--- config.mk ---
export PLATFORM = sky130hd
export DESIGN_NAME = sdbs_front
export DESIGN_NICKNAME = d
export VERILOG_FILES = /design/src/design/sdbs_pkg.sv /design/src/design/sdbs_front.sv
export SDC_FILE = /design/constraint.sdc
export NUM_CORES = 1
export LEC_CHECK = 0
export BUFFER_PORTS_ARGS = -buffer_cell sky130_fd_sc_hd__buf_2
export CAP_MARGIN = 10
export CORE_MARGIN = 4
export CORE_UTILIZATION = 45
export DETAILED_ROUTE_END_ITERATION = 10
export HOLD_SLACK_MARGIN = 0.1
export PLACE_DENSITY = 0.74
export SLEW_MARGIN = 0
export SYNTH_ARGS = -nofsm -noshare
export SYNTH_HDL_FRONTEND = slang
export SYNTH_SLANG_ARGS = --single-unit
--- constraint.sdc ---
create_clock -name clk -period 2.8 [get_ports clk]
set_input_delay 0.14 -clock clk [delete_from_list [all_inputs] [get_ports clk]]
set_output_delay 0.14 -clock clk [all_outputs]
set_load 0.02 [all_outputs]
--- src/design/sdbs_pkg.sv ---
// Shared constants, codes and the command type of the sorted dictionary search block.
package sdbs_pkg;

	localparam int TABLE_ENTRIES  = 4096;
	localparam int ENTRY_W        = $clog2(TABLE_ENTRIES);
	localparam int COUNT_W        = ENTRY_W + 1;
	localparam int STRING_BYTES   = 64;
	localparam int BYTES_PER_WORD = 8;
	localparam int STRING_WORDS   = STRING_BYTES / BYTES_PER_WORD;
	localparam int WORD_IDX_W     = $clog2(STRING_WORDS);
	localparam int DATA_W         = 64;

	localparam logic [WORD_IDX_W-1:0] WORD_LAST = WORD_IDX_W'(STRING_WORDS - 1);

	localparam logic [1:0] OP_KEY  = 2'd0;
	localparam logic [1:0] OP_TGT  = 2'd1;
	localparam logic [1:0] OP_QRY  = 2'd2;
	localparam logic [1:0] OP_NONE = 2'd3;

	typedef logic [STRING_WORDS-1:0][DATA_W-1:0] string_t;

	typedef struct packed {
		logic [1:0]            kind;
		logic [ENTRY_W-1:0]    entry;
		logic [WORD_IDX_W-1:0] word;
		logic [DATA_W-1:0]     data;
	} cmd_t;

endpackage

--- src/design/sdbs_front.sv ---
// Front end: accepts input transactions, drops unused codes and queues commands.
module sdbs_front
	import sdbs_pkg::*;
(
	input  logic                  clk,
	input  logic                  arst_n,
	input  logic                  in_valid,
	output logic                  in_ready,
	input  logic [1:0]            op,
	input  logic [ENTRY_W-1:0]    entry_index,
	input  logic [WORD_IDX_W-1:0] word_index,
	input  logic [DATA_W-1:0]     word_data,
	output logic                  cmd_valid,
	output cmd_t                  cmd,
	input  logic                  cmd_pop
);

	localparam int DEPTH = 4;
	localparam int PTR_W = $clog2(DEPTH);
	localparam int CNT_W = PTR_W + 1;

	cmd_t             queue_q [DEPTH];
	logic [PTR_W-1:0] wr_ptr_q;
	logic [PTR_W-1:0] rd_ptr_q;
	logic [CNT_W-1:0] count_q;
	logic             push;
	logic             useful;

	// Op three carries no work; it is accepted and dropped here.
	assign useful    = op inside {OP_KEY, OP_TGT, OP_QRY};
	assign in_ready  = (count_q != CNT_W'(DEPTH));
	assign push      = in_valid && in_ready && useful;
	assign cmd_valid = (count_q != '0);
	assign cmd       = queue_q[rd_ptr_q];

	always_ff @(posedge clk or negedge arst_n) begin
		if (!arst_n) begin
			wr_ptr_q <= '0;
			rd_ptr_q <= '0;
			count_q  <= '0;
		end else begin
			if (push) begin
				wr_ptr_q <= wr_ptr_q + PTR_W'(1);
			end
			if (cmd_pop) begin
				rd_ptr_q <= rd_ptr_q + PTR_W'(1);
			end
			if (push && !cmd_pop) begin
				count_q <= count_q + CNT_W'(1);
			end else if (!push && cmd_pop) begin
				count_q <= count_q - CNT_W'(1);
			end
		end
	end

	always_ff @(posedge clk) begin
		if (push) begin
			queue_q[wr_ptr_q] <= '{kind: op, entry: entry_index, word: word_index,
				data: word_data};
		end
	end

endmodule

==> results of run 1 <==
==> cell type report <==
| class | instances | area (um^2) |
|---|---|---|
| multi-input combinational | 105 | 2054 |
| inverter | 4 | 15.01 |
| tap | 335 | 419.2 |
| clock buffer | 42 | 902.1 |
| timing repair buffer | 265 | 1869 |
| clock inverter | 18 | 214.0 |
| sequential | 331 | 9912 |
| fill | 1829 | 10820 |
==> metal layers <==
metal | share of wire | wire [um] | GRT usage
met5 | 0 | 0 | 0
met4 | 0.016 | 355 | 0.03759
met3 | 0.057 | 1281 | 0.03539
met2 | 0.53 | 12020 | 0.2736
met1 | 0.40 | 8955 | 0.1969
==> cells by family (layout without fill, tap and decap cells) <==
group | count (synthesis) | count (layout) | share of synthesized area
XOR/XNOR | 6 | 6 | 0.004352
buffers and inverters | 23 | 329 | 0.01015
adder cells (fa/ha/maj) | 6 | 6 | 0.006838
multiplexers | 83 | 83 | 0.1532
AND/OR/NAND/NOR | 10 | 10 | 0.005285
flip-flops | 331 | 331 | 0.8201
==> what timing repair did <==
action	4_1_cts	5_1_grt
setup endpoints to repair	0	0
hold endpoints to repair	333	0
hold buffers	84	0
==> flip-flops by register name, summed over array words and instances (netlist names) <==
signal / cells
queue_q: 324
count_q: 3
rd_ptr_q: 2
wr_ptr_q: 2
==> power breakdown <==
group          internal (uW)  switching (uW)  total [uW]
clock                   2680            1770        4440
combinational           2050            2720        4770
sequential              6310             282        6590
==> cell usage in the layout, fill, tap and decap left out, types with 3 or more instances in the layout <==
cell type and instances:
clkbuf_16 35, inv_1 4, buf_12 7, mux4_2 81, xor2_1 3, dlygate4sd3_1 84
clkinv_2 6, buf_2 167, clkinv_1 4, and2_4 4, bufinv_16 4, ha_1 5
clkbuf_1 7, dfrtp_1 5, edfxtp_1 324, xnor2_1 3, buf_4 7
==> synthesized netlist by cell type, types with 2 or more instances <==
master	count	share of area
nand2_1	2	0.00062
and2_2	4	0.0025
inv_1	4	0.0012
dfrtp_1	7	0.015
xnor2_1	3	0.0022
ha_1	5	0.0052
buf_2	5	0.0021
buf_4	6	0.0037
buf_1	7	0.0022
xor2_1	3	0.0022
mux4_2	81	0.15
edfxtp_1	324	0.81
==> stage by stage <==
stage	instances	utilization	total power (uW)	worst slack (ns)
after floorplan	459	-	9876	0.3788
after global placement	956	0.5124	11360	0.6621
after detailed placement	956	0.5124	11470	0.5897
after CTS	1100	0.5871	16030	0.4246
after global routing	1100	0.5871	16570	0.3582
final	1100	0.5871	15810	0.4925
==> path summary, 6_finish.rpt <==
| kind | startpoint | to | slack, ns | depth (start not counted) |
|---|---|---|---|---|
| setup reg to reg | count_q[1] | count_q[1] | 0.57 | 6 |
| hold / removal | in_valid | wr_ptr_q[0] | 0.20 | 3 |
| setup / recovery | rd_ptr_q[1] | cmd[10] | 0.49 | 3 |
| hold reg to reg | count_q[2] | count_q[2] | 0.48 | 1 |
| min in group asynchronous | arst_n | count_q[1] | 0.61 | 3 |
| max in group asynchronous | arst_n | rd_ptr_q[1] | 1.92 | 3 |
==> tightest hold or removal path, cell delays in order <==
cell and delay (ns):
buf_2 0.09, and3_1 0.25, xnor2_1 0.17
==> metrics.csv, run 1 <==
metric,value,unit
status,"finished, final reports clean",
worst_slew_pin_slew,0.5370,ns
worstSetupPathType,flop to output port,
syn-num-nets,550,
drt_iter0_markers,345,
post_drt_wl_per_cell,20.55,um
ir_drop,0.7716,mV
finalHoldViolations,0,
syn-cell-area,0.01208,mm^2
numCtsBuffers,34,
post_cts_buffers,0,
syn_area_per_cell,26.31,um^2
globalplace.congestion,0.7381,
initial_core_util,0.4608,
min_path_type,input port to flop,
tritoncts,done,
antenna_found_initial,0,
die_height,171.8,um
yosysWarnings,0,
nNetsFinal,832,
power.density,1027,mW/mm^2
async_flop_share,0.02115,
fin_area,0.01539,mm^2
rows,59,
hold_ws,0.1960,ns
rsz0062_at_grt,no,
firstDrtPassIters,4,
diodes,0,
drc_errors,0,
fin_tns_setup,0,ns
slew_viol_final,0,
path_cells,buf_4 > mux4_2 > buf_2,
ctsResizeCount,0,
clock_latency,0.50,ns
grt_use_total,0.1550,
die-area,0.02952,mm^2
grt_first_pass_wirelength,35.18,mm
finalSetupViolations,0,
fmax,0.4334,GHz
synthFlopType,edfxtp_1,
critPathCaptureType,output port,
grt_pass1_vias,6344,
drtAntennaViolNets,0,
power.leakage,0.005324,uW
dpl_cell_area,0.01343,mm^2
core,0.02621,mm^2
slowest_delay,0.70,ns
synthCells,459,
die_x,171.8,um
ys_ff_latch,331,
cts_sinks,331,
crit_family,flip-flops,
grt_max_degree,46,
cts_max_level,2,
fin_crit_sh,0.8241,
period_minus_slack,2.308,ns
seq_area_frac_synth,0.8201,
relSlewSlack,0.6420,
path_max_fanout,26,
area_delta_synth_final,27.40,%
synth-edff-count,324,
cts_root_buf,clkbuf_16,
startpoint_type,flop,
cp.required,2.66,ns
clock_skew,0.01586,ns
ys_types,20,
cp_num_buf_inv,2,
cp_data_arrival_time,2.17,ns
route.vias.total,5715,
cts.clk_slew.worst_paths,0.06,ns
clock_path_buffers,3,
cap_violations,0,
wirelength,22.61,mm
portBuffers,167,
io-pin-count,168,
gr-total-overflow,0,
cp_slowest_cell,dfrtp_4,
drive_gt1_frac,0.4183,
vias_per_cell,5.195,
dpl.hpwl,13.21,mm
No activity file was read; power rests on OpenSTA's default activity.
==> run 2: changes to the inputs <==
--- a/config.mk
+++ b/config.mk
@@ -11,7 +11,7 @@
 export CORE_UTILIZATION = 45
 export DETAILED_ROUTE_END_ITERATION = 10
 export HOLD_SLACK_MARGIN = 0.1
-export PLACE_DENSITY = 0.74
+export PLACE_DENSITY = 0.77
 export SLEW_MARGIN = 0
 export SYNTH_ARGS = -nofsm -noshare
 export SYNTH_HDL_FRONTEND = slang
==> constraint.sdc (replaced) <==
create_clock -name clk -period 2 [get_ports clk]
set_input_delay 0.1 -clock clk [delete_from_list [all_inputs] [get_ports clk]]
set_output_delay 0.1 -clock clk [all_outputs]
set_load 0.02 [all_outputs]
==> run 2 against run 1 <==
  * The flow now finishes with violations (setup timing)
  * Sequential power grew 39%
  * Critical path depth is 1 higher
  * Register-to-register slack worse by 0.52 ns
  * Largest power group unchanged
==> metrics.csv, run 2 (synthesized netlist as in run 1, its figures left out) <==
metric,value,unit
grt_use_total,0.1597,
core,0.02621,mm^2
drive_gt1_frac,0.4330,
critPathCaptureType,output port,
largest_reg_flops,324,
cts_root_buf,clkbuf_16,
fin_tns_setup,-4.963,ns
rrSetupSlack,0.05,ns
firstDrtPassIters,4,
fin_crit_sh,1.070,
globalplace.congestion,0.7324,
grt_max_degree,62,
reg2reg_depth,6,
min_to,count_q[0],
ir_drop,1.074,mV
cp_common_cell,buf_12,
die-area,0.02952,mm^2
post-place-ws,-0.03196,ns
cts_max_level,2,
die_height,171.8,um
wirelength,24.79,mm
clock_skew,0.01082,ns
nNetsFinal,852,
top_register,queue_q,
numCtsBuffers,35,
drtAntennaViolNets,0,
power.density,1476,mW/mm^2
violations,setup timing,
initial_core_util,0.4608,
cts.clk_slew.worst_paths,0.06,ns
startpoint_type,flop,
final_common_cell,edfxtp_1,
fmax,0.4674,GHz
finalSetupViolations,79,
finalWorstSetupSlack,-0.1394,ns
gr-total-overflow,0,
path_cells,buf_12 > buf_12 > mux4_2 > buf_6,
cp_data_arrival_time,2.04,ns
cap_violations,0,
antenna_found_initial,1,
status,finished with violations,
vias_per_cell,5.277,
min_path_type,input port to flop,
io-pin-count,168,
drc_errors,0,
area_delta_synth_final,32.67,%
power.leakage,0.005569,uW
rsz0062_at_grt,yes,
cp.required,1.90,ns
die_x,171.8,um
cts_sinks,331,
tritoncts,done,
relSlewSlack,0.7348,
r2r-end,count_q[1],
finalHoldViolations,0,
finalCoreUtilization,0.6114,
worstSetupPathType,flop to output port,
grt_first_pass_wirelength,36.23,mm
mostFrequentLayoutCells,"edfxtp_1, buf_2, dlygate4sd3_1",
portBuffers,167,
rows,59,
post_drt_wl_per_cell,22.15,um
slowest_delay,0.56,ns
drt_iter0_markers,472,
grt_pass1_vias,6458,
period_minus_slack,2.139,ns
cp_num_buf_inv,3,
final_cells,1119,
worst_slew_pin_slew,0.3979,ns
slew_viol_final,0,
dpl.hpwl,14.40,mm
route.vias.total,5905,
path_max_fanout,6,
p_total,23640,uW
r2r-start,count_q[0],
cp_slowest_cell,mux4_2,
holdPathStages,4,
worstHoldStart,in_valid,
clock_path_buffers,3,
clock_latency,0.49,ns
dp.cells,965,
crit_family,multiplexers,
reg_top3,"queue_q (324), count_q (3)",
## run 2: changes by cell type in the layout (fill, tap and decap cells not counted), sizes merged
cell	delta
buf	+16
bufinv	-3
clkbuf	+7
clkinv	-3
diode	+1
inv	+1
## run 2: how the worst max path moves through the flow
stage	startpoint	end	slack, ns	cells past startpoint
final	rd_ptr_q[0]	cmd[44]	-0.14	4
after global routing	rd_ptr_q[0]	cmd[44]	-0.19	4
after CTS	rd_ptr_q[0]	cmd[44]	-0.13	4
after detailed placement	count_q[1]	count_q[1]	-0.03	6
after global placement	count_q[1]	count_q[1]	0.02	6
after floorplan	count_q[2]	queue_q[0][0]	-0.38	4
## run 2: area by class of cell
cell class / instances / area, um^2
fill: 1711 / 10180
sequential: 331 / 9912
timing repair buffer: 284 / 2540
multi-input combinational: 105 / 2074
clock buffer: 46 / 969.7
tap: 335 / 419.2
clock inverter: 13 / 88.84
inverter: 4 / 15.01
antenna: 1 / 2.502
## run 2: worst min-delay path: cells and delay by family
kind          cells  cell delay, ns
simple gates      1            0.19
fa+ha+maj         1            0.14
buf+inv           1            0.08
xor+xnor          1            0.06
## run 2: metal layers
| metal | share of wire | global-route usage | wire, um | vias up |
|---|---|---|---|---|
| li1 | - | - | - | 2584 |
| met3 | 0.066 | 0.03792 | 1625 | 37 |
| met5 | 0 | 0 | 0 | - |
| met2 | 0.54 | 0.2903 | 13490 | 216 |
| met1 | 0.37 | 0.1948 | 9213 | 3068 |
| met4 | 0.018 | 0.03691 | 452 | 0 |
## run 2: through the flow
stage	instance area (um^2)	hold slack [ns]
2_1_floorplan	12080	-0.1956
3_3_place_gp	13590	-0.06075
3_5_place_dp	13590	-0.05409
4_1_cts	15720	0.1091
5_1_grt	16020	0.1210
6_report	16020	0.1222
## run 2: what timing repair did
action	CTS	global route
setup buffers	3	2
hold buffers	84	0
gates cloned	1	4
gates resized for setup	55	56
setup endpoints to repair	82	83
pin swaps	0	3
endpoints found under the hold margin	334	0
## run 2: report_power, final
part / switching, uW / leakage (uW) / total, uW / internal, uW
clock: 2410 / 0.000516 / 5940 / 3530
combinational: 4360 / 0.00202 / 8560 / 4200
sequential: 304 / 0.00303 / 9140 / 8830
